<file path="src/design/glyph_cell_pixel_blender_top_assert.svh">
// ----------------------------------------------------------------------------
// Glyph cell pixel blender assertion macros
// Shorthand for the clocked implication checks used at the top level.
// ----------------------------------------------------------------------------
`ifndef GLYPH_CELL_PIXEL_BLENDER_TOP_ASSERT_SVH
`define GLYPH_CELL_PIXEL_BLENDER_TOP_ASSERT_SVH

// The consequent must hold in the same cycle as the antecedent.
`define GCPB_ASSERT_IMP(name, clk, rst_n, ante, cons, msg) \
    name: assert property (@(posedge clk) disable iff (!(rst_n)) (ante) |-> (cons)) \
        else $error(msg);

// The consequent must hold in the cycle after the antecedent.
`define GCPB_ASSERT_NXT(name, clk, rst_n, ante, cons, msg) \
    name: assert property (@(posedge clk) disable iff (!(rst_n)) (ante) |=> (cons)) \
        else $error(msg);

`endif

</file>
<file path="src/design/gcpb_pkg.sv">
// ----------------------------------------------------------------------------
// Glyph cell pixel blender package
// Shared types, register indexes and constants of the pixel blender.
// ----------------------------------------------------------------------------
package gcpb_pkg;

    // Configuration register indexes (byte address is four times the index).
    localparam int        CFG_ADDR_W       = 5;
    localparam logic [2:0] REG_FRAME_WIDTH   = 3'd0;
    localparam logic [2:0] REG_CELL_WIDTH_PX = 3'd1;
    localparam logic [2:0] REG_CELL_HEIGHT   = 3'd2;
    localparam logic [2:0] REG_OPACITY       = 3'd3;
    localparam logic [2:0] REG_BUFFER_AGE    = 3'd4;
    localparam logic [2:0] REG_FORCE_REDRAW  = 3'd5;

    // Field widths of the item streams.
    localparam int PIX_ADDR_W = 26;
    localparam int IN_DATA_W  = 112;
    localparam int OUT_DATA_W = 64;

    // Partial address widths, sized for the largest supported cell.
    localparam int ROWB_W = 17;
    localparam int COLO_W = 18;

    // Queue between the front and the back.
    localparam int Q_DEPTH = 4;
    localparam int Q_PTR_W = 2;

    // Colour constants.
    localparam logic [7:0]  FG_ALPHA = 8'hff;
    localparam logic [31:0] RB_MASK  = 32'h00ff00ff;
    localparam logic [31:0] G_MASK   = 32'h0000ff00;
    localparam logic [23:0] RB_KEEP  = 24'hff00ff;
    localparam logic [23:0] G_KEEP   = 24'h00ff00;

    // How the back end forms the pixel value.
    typedef enum logic [1:0] {
        KIND_BG    = 2'd0,
        KIND_FG    = 2'd1,
        KIND_BLEND = 2'd2
    } t_kind;

    // Configuration register set.
    typedef struct packed {
        logic [13:0] frame_width;
        logic [6:0]  cell_width_px;
        logic [7:0]  cell_height_px;
        logic [7:0]  opacity;
        logic [31:0] buffer_age;
        logic        force_redraw;
    } t_cfg;

    // One input item, unpacked.
    typedef struct packed {
        logic [9:0]  cell_col;
        logic [8:0]  cell_row;
        logic [1:0]  cell_width;
        logic        inverse;
        logic        blank_cell;
        logic [23:0] fg_rgb;
        logic [23:0] bg_rgb;
        logic [7:0]  coverage;
        logic [31:0] cell_age;
    } t_pixel;

    // Classified work handed from the front to the back.
    typedef struct packed {
        logic [ROWB_W-1:0] row_base;
        logic [COLO_W-1:0] col_off;
        logic [23:0]       bg_rgb;
        logic [23:0]       fg_rgb;
        logic [7:0]        coverage;
        t_kind             kind;
        logic              done;
    } t_job;

endpackage

</file>
<file path="src/design/gcpb_fifo.sv">
// ----------------------------------------------------------------------------
// Glyph cell pixel blender job queue
// Small first-in first-out queue that decouples the front from the back.
// ----------------------------------------------------------------------------
module gcpb_fifo (
    input  logic            i_clk,
    input  logic            i_rst_n,
    input  logic            i_push,
    input  gcpb_pkg::t_job  i_data,
    output logic            o_full,
    output logic            o_valid,
    input  logic            i_pop,
    output gcpb_pkg::t_job  o_data
);

    gcpb_pkg::t_job                  r_mem [gcpb_pkg::Q_DEPTH];
    logic [gcpb_pkg::Q_PTR_W-1:0]   r_wr_ptr;
    logic [gcpb_pkg::Q_PTR_W-1:0]   r_rd_ptr;
    logic [gcpb_pkg::Q_PTR_W:0]     r_count;

    // Status and head of the queue.
    assign o_full  = (r_count == (gcpb_pkg::Q_PTR_W+1)'(gcpb_pkg::Q_DEPTH));
    assign o_valid = (r_count != '0);
    assign o_data  = r_mem[r_rd_ptr];

    // Entry storage.
    always_ff @(posedge i_clk) begin
        if (i_push) begin
            r_mem[r_wr_ptr] <= i_data;
        end
    end

    // Pointers and fill count.
    always_ff @(posedge i_clk) begin
        if (!i_rst_n) begin
            r_wr_ptr <= '0;
            r_rd_ptr <= '0;
            r_count  <= '0;
        end else begin
            if (i_push) begin
                r_wr_ptr <= r_wr_ptr + 1'b1;
            end
            if (i_pop) begin
                r_rd_ptr <= r_rd_ptr + 1'b1;
            end
            if (i_push && !i_pop) begin
                r_count <= r_count + 1'b1;
            end else if (!i_push && i_pop) begin
                r_count <= r_count - 1'b1;
            end
        end
    end

endmodule

</file>
<file path="src/design/gcpb_front.sv">
// ----------------------------------------------------------------------------
// Glyph cell pixel blender front end
// Accepts pixel items, tracks the position inside the cell, drops skipped
// cells and forms the partial address and colour selection of each item.
// ----------------------------------------------------------------------------
module gcpb_front #(
    parameter int MAX_CELL_PX = 64
) (
    input  logic              i_clk,
    input  logic              i_rst_n,
    input  gcpb_pkg::t_cfg    i_cfg,
    input  logic              i_valid,
    output logic              o_ready,
    input  gcpb_pkg::t_pixel  i_pixel,
    input  logic              i_full,
    output logic              o_push,
    output gcpb_pkg::t_job    o_job
);

    localparam int CNT_W = $clog2(2 * MAX_CELL_PX);
    localparam int CW_W  = $clog2(MAX_CELL_PX + 1);
    localparam int CH_W  = $clog2(2 * MAX_CELL_PX + 1);

    logic [CNT_W-1:0] r_pix_col;
    logic [CNT_W-1:0] r_pix_row;
    logic [CNT_W-1:0] n_pix_col;
    logic [CNT_W-1:0] n_pix_row;

    logic             w_accept;
    logic             w_draw;
    logic [1:0]       w_cw;
    logic [CW_W-1:0]  w_cwpx;
    logic [CH_W-1:0]  w_chpx;
    logic [CH_W-1:0]  w_rowpx;
    logic [31:0]      w_col_inc;
    logic [31:0]      w_row_inc;
    logic             w_last_col;
    logic             w_done;

    assign o_ready  = !i_full;
    assign w_accept = i_valid && o_ready;

    // Effective cell geometry: zero counts as one, oversize is clamped.
    always_comb begin
        case (i_pixel.cell_width)
            2'd0:    w_cw = 2'd1;
            2'd3:    w_cw = 2'd2;
            default: w_cw = i_pixel.cell_width;
        endcase
        if (i_cfg.cell_width_px == '0) begin
            w_cwpx = CW_W'(1);
        end else if (32'(i_cfg.cell_width_px) > 32'(MAX_CELL_PX)) begin
            w_cwpx = CW_W'(MAX_CELL_PX);
        end else begin
            w_cwpx = CW_W'(i_cfg.cell_width_px);
        end
        if (i_cfg.cell_height_px == '0) begin
            w_chpx = CH_W'(1);
        end else if (32'(i_cfg.cell_height_px) > 32'(2 * MAX_CELL_PX)) begin
            w_chpx = CH_W'(2 * MAX_CELL_PX);
        end else begin
            w_chpx = CH_W'(i_cfg.cell_height_px);
        end
        w_rowpx = CH_W'(w_cw) * CH_W'(w_cwpx);
    end

    // Wrap tests of the position counters.
    assign w_col_inc  = 32'(r_pix_col) + 32'd1;
    assign w_row_inc  = 32'(r_pix_row) + 32'd1;
    assign w_last_col = (w_col_inc >= 32'(w_rowpx));
    assign w_done     = w_last_col && (w_row_inc >= 32'(w_chpx));

    // Skipped cells still advance the counters but yield no item.
    assign w_draw = !((i_pixel.cell_age <= i_cfg.buffer_age) && !i_cfg.force_redraw);
    assign o_push = w_accept && w_draw;

    // Next position inside the cell.
    always_comb begin
        n_pix_col = r_pix_col;
        n_pix_row = r_pix_row;
        if (w_accept) begin
            if (w_last_col) begin
                n_pix_col = '0;
                n_pix_row = w_done ? '0 : CNT_W'(w_row_inc);
            end else begin
                n_pix_col = CNT_W'(w_col_inc);
            end
        end
    end

    always_ff @(posedge i_clk) begin
        if (!i_rst_n) begin
            r_pix_col <= '0;
            r_pix_row <= '0;
        end else begin
            r_pix_col <= n_pix_col;
            r_pix_row <= n_pix_row;
        end
    end

    // Partial address, colour swap and classification of the pixel.
    always_comb begin
        o_job.row_base = gcpb_pkg::ROWB_W'(i_pixel.cell_row) * gcpb_pkg::ROWB_W'(w_chpx)
                       + gcpb_pkg::ROWB_W'(r_pix_row);
        o_job.col_off  = gcpb_pkg::COLO_W'(i_pixel.cell_col) * gcpb_pkg::COLO_W'(w_cwpx)
                       + gcpb_pkg::COLO_W'(r_pix_col);
        if (i_pixel.inverse) begin
            o_job.bg_rgb = i_pixel.fg_rgb;
            o_job.fg_rgb = i_pixel.bg_rgb;
        end else begin
            o_job.bg_rgb = i_pixel.bg_rgb;
            o_job.fg_rgb = i_pixel.fg_rgb;
        end
        o_job.coverage = i_pixel.coverage;
        if (i_pixel.blank_cell || (i_pixel.coverage == 8'h00)) begin
            o_job.kind = gcpb_pkg::KIND_BG;
        end else if (i_pixel.coverage == 8'hff) begin
            o_job.kind = gcpb_pkg::KIND_FG;
        end else begin
            o_job.kind = gcpb_pkg::KIND_BLEND;
        end
        o_job.done = w_done;
    end

endmodule

</file>
<file path="src/design/gcpb_back.sv">
// ----------------------------------------------------------------------------
// Glyph cell pixel blender back end
// Finishes the framebuffer address, blends the colours and holds the result
// item in an output register until it is taken.
// ----------------------------------------------------------------------------
module gcpb_back #(
    parameter int ADDR_BITS = 26
) (
    input  logic                               i_clk,
    input  logic                               i_rst_n,
    input  gcpb_pkg::t_cfg                     i_cfg,
    input  logic                               i_valid,
    input  gcpb_pkg::t_job                     i_job,
    output logic                               o_pop,
    output logic                               o_valid,
    input  logic                               i_ready,
    output logic [gcpb_pkg::PIX_ADDR_W-1:0]    o_addr,
    output logic [31:0]                        o_value,
    output logic                               o_done
);

    localparam logic [32:0] ADDR_MASK = (33'd1 << ADDR_BITS) - 33'd1;

    logic                              r_valid;
    logic [gcpb_pkg::PIX_ADDR_W-1:0]   r_addr;
    logic [31:0]                       r_value;
    logic                              r_done;

    logic [30:0] w_prod;
    logic [31:0] w_addr;
    logic [31:0] w_bg;
    logic [31:0] w_fg;
    logic [15:0] w_alpha;
    logic [31:0] w_rb_bg;
    logic [31:0] w_rb_p;
    logic [31:0] w_rb_n;
    logic [31:0] w_g_bg;
    logic [31:0] w_g_p;
    logic [31:0] w_g_n;
    logic [31:0] w_blend;
    logic [31:0] w_value;

    // Row base times the stride, plus the column offset, wrapped to ADDR_BITS.
    assign w_prod = 31'(i_job.row_base) * 31'(i_cfg.frame_width);
    assign w_addr = (32'(w_prod) + 32'(i_job.col_off)) & ADDR_MASK[31:0];

    // Packed blend; only the low bits of each wrapped product reach the result.
    always_comb begin
        w_bg    = {i_cfg.opacity, i_job.bg_rgb};
        w_fg    = {gcpb_pkg::FG_ALPHA, i_job.fg_rgb};
        w_alpha = {i_cfg.opacity, 8'h00} + {i_job.coverage, 8'h00}
                - 16'(i_job.coverage) * 16'(i_cfg.opacity);
        w_rb_bg = w_bg & gcpb_pkg::RB_MASK;
        w_rb_p  = ((w_fg & gcpb_pkg::RB_MASK) - w_rb_bg) * 32'(i_job.coverage);
        w_rb_n  = w_rb_bg + (w_rb_p >> 8);
        w_g_bg  = w_bg & gcpb_pkg::G_MASK;
        w_g_p   = ((w_fg & gcpb_pkg::G_MASK) - w_g_bg) * 32'(i_job.coverage);
        w_g_n   = w_g_bg + (w_g_p >> 8);
        w_blend = {w_alpha[15:8],
                   (w_rb_n[23:0] & gcpb_pkg::RB_KEEP) | (w_g_n[23:0] & gcpb_pkg::G_KEEP)};
    end

    // Pixel value by classification.
    always_comb begin
        case (i_job.kind)
            gcpb_pkg::KIND_BG:    w_value = w_bg;
            gcpb_pkg::KIND_FG:    w_value = w_fg;
            gcpb_pkg::KIND_BLEND: w_value = w_blend;
            default:              w_value = w_bg;
        endcase
    end

    // Take a job whenever the output register is empty or being drained.
    assign o_pop = i_valid && (!r_valid || i_ready);

    always_ff @(posedge i_clk) begin
        if (!i_rst_n) begin
            r_valid <= 1'b0;
        end else if (o_pop) begin
            r_valid <= 1'b1;
        end else if (i_ready) begin
            r_valid <= 1'b0;
        end
    end

    always_ff @(posedge i_clk) begin
        if (o_pop) begin
            r_addr  <= w_addr[gcpb_pkg::PIX_ADDR_W-1:0];
            r_value <= w_value;
            r_done  <= i_job.done;
        end
    end

    assign o_valid = r_valid;
    assign o_addr  = r_addr;
    assign o_value = r_value;
    assign o_done  = r_done;

endmodule

</file>
<file path="src/design/glyph_cell_pixel_blender_top.sv">
// The blender takes one glyph-coverage pixel per item and can sustain one item
// per clock unless the master side stalls: an accepted item is classified in
// the front end in the cycle it arrives, waits in a four-entry queue, and is
// held in the back end's output register until taken. The rate is set by the
// back end, whose stride multiplier and blend multipliers each finish one pixel
// per cycle. Pixels of a skipped cell advance the in-cell position but
// produce no result item. Configuration is written through the register
// port only while no item is in flight, a user rule the block does not enforce.
// ----------------------------------------------------------------------------
// Glyph cell pixel blender top level
// Stream ports, configuration registers and the front, queue and back ends.
// ----------------------------------------------------------------------------
`include "glyph_cell_pixel_blender_top_assert.svh"

module glyph_cell_pixel_blender_top #(
    parameter int MAX_CELL_PX = 64,
    parameter int ADDR_BITS   = 26
) (
    input  logic                                i_clk,
    input  logic                                i_rst_n,
    // Input items.
    input  logic                                s_axis_tvalid,
    output logic                                s_axis_tready,
    // cell_col[9:0], cell_row[18:10], cell_width[20:19], fg_rgb[44:21],
    // bg_rgb[68:45], coverage[76:69], cell_age[108:77], zero fill above
    input  logic [gcpb_pkg::IN_DATA_W-1:0]      s_axis_tdata,
    // inverse[0], blank_cell[1]
    input  logic [1:0]                          s_axis_tuser,
    // Result items.
    output logic                                m_axis_tvalid,
    input  logic                                m_axis_tready,
    // pixel_address[25:0], pixel_value[57:26], zero fill above
    output logic [gcpb_pkg::OUT_DATA_W-1:0]     m_axis_tdata,
    // cell_done
    output logic                                m_axis_tlast,
    // Configuration port.
    input  logic                                psel,
    input  logic                                penable,
    input  logic                                pwrite,
    input  logic [gcpb_pkg::CFG_ADDR_W-1:0]     paddr,
    input  logic [31:0]                         pwdata,
    output logic [31:0]                         prdata,
    output logic                                pready
);

    gcpb_pkg::t_cfg                     r_cfg;
    gcpb_pkg::t_pixel                   w_pixel;
    gcpb_pkg::t_job                     w_push_job;
    gcpb_pkg::t_job                     w_q_job;
    logic                               w_push;
    logic                               w_q_full;
    logic                               w_q_valid;
    logic                               w_pop;
    logic                               w_cfg_wr;
    logic [2:0]                         w_reg_idx;
    logic [gcpb_pkg::PIX_ADDR_W-1:0]    w_out_addr;
    logic [31:0]                        w_out_value;

    // Register port: always ready, written in the access cycle.
    assign pready    = 1'b1;
    assign w_cfg_wr  = psel && penable && pwrite && pready;
    assign w_reg_idx = paddr[4:2];

    always_ff @(posedge i_clk) begin
        if (!i_rst_n) begin
            r_cfg.frame_width    <= 14'd640;
            r_cfg.cell_width_px  <= 7'd8;
            r_cfg.cell_height_px <= 8'd16;
            r_cfg.opacity        <= 8'd255;
            r_cfg.buffer_age     <= 32'd0;
            r_cfg.force_redraw   <= 1'b1;
        end else if (w_cfg_wr) begin
            case (w_reg_idx)
                gcpb_pkg::REG_FRAME_WIDTH:   r_cfg.frame_width    <= pwdata[13:0];
                gcpb_pkg::REG_CELL_WIDTH_PX: r_cfg.cell_width_px  <= pwdata[6:0];
                gcpb_pkg::REG_CELL_HEIGHT:   r_cfg.cell_height_px <= pwdata[7:0];
                gcpb_pkg::REG_OPACITY:       r_cfg.opacity        <= pwdata[7:0];
                gcpb_pkg::REG_BUFFER_AGE:    r_cfg.buffer_age     <= pwdata;
                gcpb_pkg::REG_FORCE_REDRAW:  r_cfg.force_redraw   <= pwdata[0];
                default: ;
            endcase
        end
    end

    // Register read-back.
    always_comb begin
        case (w_reg_idx)
            gcpb_pkg::REG_FRAME_WIDTH:   prdata = 32'(r_cfg.frame_width);
            gcpb_pkg::REG_CELL_WIDTH_PX: prdata = 32'(r_cfg.cell_width_px);
            gcpb_pkg::REG_CELL_HEIGHT:   prdata = 32'(r_cfg.cell_height_px);
            gcpb_pkg::REG_OPACITY:       prdata = 32'(r_cfg.opacity);
            gcpb_pkg::REG_BUFFER_AGE:    prdata = r_cfg.buffer_age;
            gcpb_pkg::REG_FORCE_REDRAW:  prdata = 32'(r_cfg.force_redraw);
            default:                     prdata = 32'd0;
        endcase
    end

    // Unpack the input item.
    always_comb begin
        w_pixel.cell_col   = s_axis_tdata[9:0];
        w_pixel.cell_row   = s_axis_tdata[18:10];
        w_pixel.cell_width = s_axis_tdata[20:19];
        w_pixel.fg_rgb     = s_axis_tdata[44:21];
        w_pixel.bg_rgb     = s_axis_tdata[68:45];
        w_pixel.coverage   = s_axis_tdata[76:69];
        w_pixel.cell_age   = s_axis_tdata[108:77];
        w_pixel.inverse    = s_axis_tuser[0];
        w_pixel.blank_cell = s_axis_tuser[1];
    end

    gcpb_front #(
        .MAX_CELL_PX (MAX_CELL_PX)
    ) u_front (
        .i_clk   (i_clk),
        .i_rst_n (i_rst_n),
        .i_cfg   (r_cfg),
        .i_valid (s_axis_tvalid),
        .o_ready (s_axis_tready),
        .i_pixel (w_pixel),
        .i_full  (w_q_full),
        .o_push  (w_push),
        .o_job   (w_push_job)
    );

    gcpb_fifo u_fifo (
        .i_clk   (i_clk),
        .i_rst_n (i_rst_n),
        .i_push  (w_push),
        .i_data  (w_push_job),
        .o_full  (w_q_full),
        .o_valid (w_q_valid),
        .i_pop   (w_pop),
        .o_data  (w_q_job)
    );

    gcpb_back #(
        .ADDR_BITS (ADDR_BITS)
    ) u_back (
        .i_clk   (i_clk),
        .i_rst_n (i_rst_n),
        .i_cfg   (r_cfg),
        .i_valid (w_q_valid),
        .i_job   (w_q_job),
        .o_pop   (w_pop),
        .o_valid (m_axis_tvalid),
        .i_ready (m_axis_tready),
        .o_addr  (w_out_addr),
        .o_value (w_out_value),
        .o_done  (m_axis_tlast)
    );

    // Pack the result item.
    assign m_axis_tdata = {6'd0, w_out_value, w_out_addr};

    // The front never writes into a full queue.
    `GCPB_ASSERT_IMP(a_no_push_full, i_clk, i_rst_n, w_push, !w_q_full, "push into full queue")
    // With forced redraw every accepted item is queued.
    `GCPB_ASSERT_IMP(a_redraw_queues, i_clk, i_rst_n, s_axis_tvalid && s_axis_tready && r_cfg.force_redraw, w_push, "redrawn item not queued")
    // A job taken from the queue shows up as a result item next cycle.
    `GCPB_ASSERT_NXT(a_pop_shows, i_clk, i_rst_n, w_pop, m_axis_tvalid, "popped job missing at output")

endmodule
</file>
<file path="config.mk">
export PLATFORM = sky130hd
export DESIGN_NAME = glyph_cell_pixel_blender_top
export DESIGN_NICKNAME = d
export VERILOG_FILES = /design/src/design/gcpb_pkg.sv /design/src/design/gcpb_fifo.sv /design/src/design/gcpb_front.sv /design/src/design/gcpb_back.sv /design/src/design/glyph_cell_pixel_blender_top.sv
export VERILOG_INCLUDE_DIRS = /design/src /design/src/design
export SDC_FILE = /design/constraint.sdc
export NUM_CORES = 2
export LEC_CHECK = 0
export BUFFER_PORTS_ARGS = -buffer_cell sky130_fd_sc_hd__buf_4
export CAP_MARGIN = 30
export CORE_MARGIN = 4
export CORE_UTILIZATION = 30
export DETAILED_ROUTE_END_ITERATION = 12
export HOLD_SLACK_MARGIN = 0.12
export REMOVE_ABC_BUFFERS = 1
export SKIP_LAST_GASP = 1
export SYNTH_ARGS = -nofsm -noshare
export SYNTH_HDL_FRONTEND = slang
export SYNTH_SLANG_ARGS = --single-unit
export TNS_END_PERCENT = 5
</file>
<file path="constraint.sdc">
create_clock -name i_clk -period 29.8 [get_ports i_clk]
set_clock_uncertainty 0.15 [all_clocks]
set_input_delay 0 -clock i_clk [delete_from_list [all_inputs] [get_ports i_clk]]
set_output_delay 0 -clock i_clk [all_outputs]
set_load 0.02 [all_outputs]
</file>
==> impl_metrics.prom <==
# TYPE chip_impl_metric gauge
chip_impl_metric{name="synth_compound_area_frac",unit=""} 0.07391
chip_impl_info{name="outcome",value="completed"} 1
chip_impl_metric{name="synth_mux_area_frac",unit=""} 0.06405
chip_impl_metric{name="post_synthesis_cells",unit=""} 4524
chip_impl_metric{name="grt_pass1_wl",unit="mm"} 201.3
chip_impl_metric{name="clkTransAtPathRegs",unit="ns"} 0.07
chip_impl_metric{name="post_drt_via_cell_ratio",unit=""} 4.809
chip_impl_metric{name="cts_buffers",unit=""} 56
chip_impl_metric{name="dp_cells",unit=""} 6683
chip_impl_metric{name="synthXorXnorAreaFrac",unit=""} 0.02735
chip_impl_info{name="timing.critical_path.slowest_stage_cell",value="dfxtp_4"} 1
chip_impl_metric{name="slew_viol_final",unit=""} 0
chip_impl_metric{name="critical_path_peak_fanout",unit=""} 57
chip_impl_metric{name="cts-htree-levels",unit=""} 2
chip_impl_metric{name="drt-pass1-iter-count",unit=""} 5
chip_impl_metric{name="cts-resized-gates",unit=""} 0
chip_impl_metric{name="stdcell_count",unit=""} 7015
chip_impl_metric{name="relSlewSlack",unit=""} 0.3293
chip_impl_info{name="holdCritStartpoint",value="pwdata[2]"} 1
chip_impl_info{name="final_cell_mix",value="inv_1 (744), fa_1 (546), nand2_1 (517), edfxtp_1 (435), ha_1 (361)"} 1
chip_impl_info{name="critical-path-top-cell-by-count",value="fa_1"} 1
chip_impl_metric{name="die_outline_width",unit="um"} 406.8
chip_impl_metric{name="fp.coreArea",unit="sq um"} 158200
chip_impl_info{name="holdCritPathClass",value="input port to flip-flop"} 1
chip_impl_metric{name="num_io_pins",unit=""} 258
chip_impl_info{name="synth_ff_type",value="edfxtp_1"} 1
chip_impl_metric{name="maxClockFrequency",unit="MHz"} 83.69
chip_impl_info{name="critical_path.startpoint_type",value="flip-flop"} 1
chip_impl_metric{name="area_growth_syn_to_layout",unit="%"} 17.02
chip_impl_metric{name="net_count_of_the_finished_layout",unit=""} 5952
chip_impl_metric{name="setup_viol",unit=""} 0
chip_impl_metric{name="grt_start_max_net_pins",unit=""} 78
chip_impl_metric{name="grtUsageTotal",unit=""} 0.1544
chip_impl_metric{name="yosys_register_bits",unit=""} 529
chip_impl_info{name="critPathKind",value="flip-flop to flip-flop"} 1
chip_impl_metric{name="first_global_vias",unit=""} 35390
chip_impl_metric{name="yosysUniqueCellTypes",unit=""} 90
chip_impl_metric{name="ant_nets",unit=""} 0
chip_impl_metric{name="ys_seq_area_frac",unit=""} 0.3133
chip_impl_metric{name="setup-tns-final",unit="ns"} 0
chip_impl_metric{name="syn_area_per_cell",unit="sq um"} 10.55
chip_impl_metric{name="critical_path_arrival",unit="ns"} 12.13
chip_impl_info{name="synth_top_family_by_area",value="adder cells"} 1
chip_impl_metric{name="hold_viol_final",unit=""} 0
chip_impl_metric{name="dp_hpwl",unit="mm"} 94.30
chip_impl_metric{name="global_route.overflow_total",unit=""} 0
chip_impl_metric{name="synth_warnings",unit=""} 0
chip_impl_metric{name="max-clock-path-buffers",unit=""} 3
chip_impl_metric{name="critical_path.max_stage_delay",unit="ns"} 0.94
chip_impl_info{name="cts_tree",value="yes"} 1
chip_impl_metric{name="initial_antenna_violation_count",unit=""} 15
chip_impl_metric{name="clock_sinks",unit=""} 529
chip_impl_metric{name="yosys.area_share.simple",unit=""} 0.1210
chip_impl_metric{name="clkLatencyLatePin",unit="ns"} 0.63
chip_impl_metric{name="floorplan.initialDensity",unit=""} 0.3016
chip_impl_metric{name="die_height",unit="um"} 406.8
chip_impl_metric{name="synth_adder_area_share",unit=""} 0.3241
chip_impl_metric{name="post_synth_edffs",unit=""} 435
chip_impl_metric{name="fin_crit",unit="ns"} 11.95
chip_impl_metric{name="port_buffers",unit=""} 245
chip_impl_metric{name="detailroute.via_count",unit=""} 33730
chip_impl_metric{name="std_cell_rows",unit=""} 146
chip_impl_metric{name="layout_cell_share_with_drive_strength_beyond_1",unit=""} 0.1182
chip_impl_metric{name="detail_route.wl_per_cell",unit="um"} 18.26
chip_impl_metric{name="path_buf_inv",unit=""} 3
chip_impl_metric{name="timing.critical_path.required",unit="ns"} 29.98
chip_impl_metric{name="place_congestion",unit=""} 0.8393
chip_impl_info{name="root_buffer",value="clkbuf_16"} 1
chip_impl_info{name="worst_path_dominant_cell_family",value="compound AO/OA/AOI/OAI gates"} 1
chip_impl_metric{name="asyncSetResetFlopFracSynth",unit=""} 0
chip_impl_info{name="rsz_0062_raised_after_global_routing",value="false"} 1
chip_impl_info{name="final_common_cell",value="inv_1"} 1
chip_impl_metric{name="maxCapViolCount",unit=""} 0
chip_impl_metric{name="timing_worst_slew_pin_value",unit="ns"} 0.9989
chip_impl_metric{name="die_ar",unit="sq um"} 165500
chip_impl_metric{name="routed_wirelength",unit="mm"} 128.1
chip_impl_info{name="worst_setup_path_end_kind",value="flip-flop"} 1
chip_impl_metric{name="detailedRoute.firstIterationViolations",unit=""} 2247
chip_impl_metric{name="syn_area",unit="sq um"} 47710
chip_impl_metric{name="remaining_drc_errors",unit=""} 0
chip_impl_metric{name="fin_crit_sh",unit=""} 0.4009
tightest hold or removal path, stage by stage:
cell           delay (ns)
dlygate4sd3_1        0.55
buf_4                0.18
mux2i_1              0.08
nor2_1               0.07
per-layer routing:
| layer | wire length (um) | share of wire | vias to the layer above | global-route usage |
|---|---|---|---|---|
| met5 | 27 | 0.00021 | - | 0 |
| met4 | 3897 | 0.030 | 4 | 0.04720 |
| met3 | 6178 | 0.048 | 218 | 0.02077 |
| met2 | 62440 | 0.49 | 835 | 0.2656 |
| met1 | 55550 | 0.43 | 17050 | 0.2020 |
| li1 | - | - | 15630 | - |
registers in the layout, summed over array words and instances (netlist names), named ones only:
register and count:
u_back.o_value 32, u_back.o_done 1, u_back.o_valid 1, u_front.r_pix_row 7, u_back.o_addr 26, u_fifo.r_count 3
u_front.r_pix_col 7, r_cfg 70, u_fifo.r_wr_ptr 2, u_fifo.r_mem 376, u_fifo.r_rd_ptr 2
area by class of cell:
type | instances | area (sq um)
clock inverter | 36 | 459.2
tap | 2072 | 2592
timing repair buffer | 497 | 4312
sequential | 529 | 14950
antenna | 11 | 27.53
inverter | 752 | 2828
fill | 15610 | 102400
clock buffer | 68 | 1476
multi-input combinational | 3050 | 29180
metrics by stage:
step	hold slack, ns	area (sq um)	util	setup WS (ns)
floorplan	-0.08806	46920	-	16.17
global placement	0.07343	51640	0.3264	17.99
detailed placement	0.07861	51680	0.3267	17.87
CTS	0.1203	55770	0.3526	17.82
global route	0.1440	55810	0.3528	17.02
finish	0.1438	55830	0.3529	17.85
path summary, 6_finish.rpt:
check	to	depth (start not counted)	slack (ns)
setup / recovery	u_back.o_value[23]	35	17.85
hold / removal	r_cfg[43]	4	0.14
setup reg to reg	u_back.o_value[23]	35	17.85
hold reg to reg	u_front.r_pix_row[5]	2	0.31
cells in the mapped netlist (76+ instances only):
cell / n / share of area
dfxtp_1: 94 / 0.039
clkbuf_1: 145 / 0.011
xnor2_1: 110 / 0.020
inv_1: 744 / 0.059
edfxtp_1: 435 / 0.27
mux4_2: 76 / 0.036
fa_1: 546 / 0.23
a21oi_1: 190 / 0.020
ha_1: 362 / 0.095
and2_1: 184 / 0.024
nor2_1: 284 / 0.022
nand2_1: 517 / 0.041
what timing repair did:
action | 4_1_cts | 5_1_grt
hold endpoints to repair | 368 | 0
hold buffers | 216 | 0
setup endpoints to repair | 0 | 0
buffers inserted | 0 | 0
kinds of logic after synthesis:
family | Yosys count
muxes | 200
adders and majority gates | 908
DFF | 529
buffers and inverters | 950
other | 2
xor gates and xnor gates | 149
and+or+nand+nor | 1248
AOI/OAI and AO/OA | 538
Power is left out: the tool's default activity adds up to more than one toggle a clock period on the data nets, which glitch-free logic cannot reach.
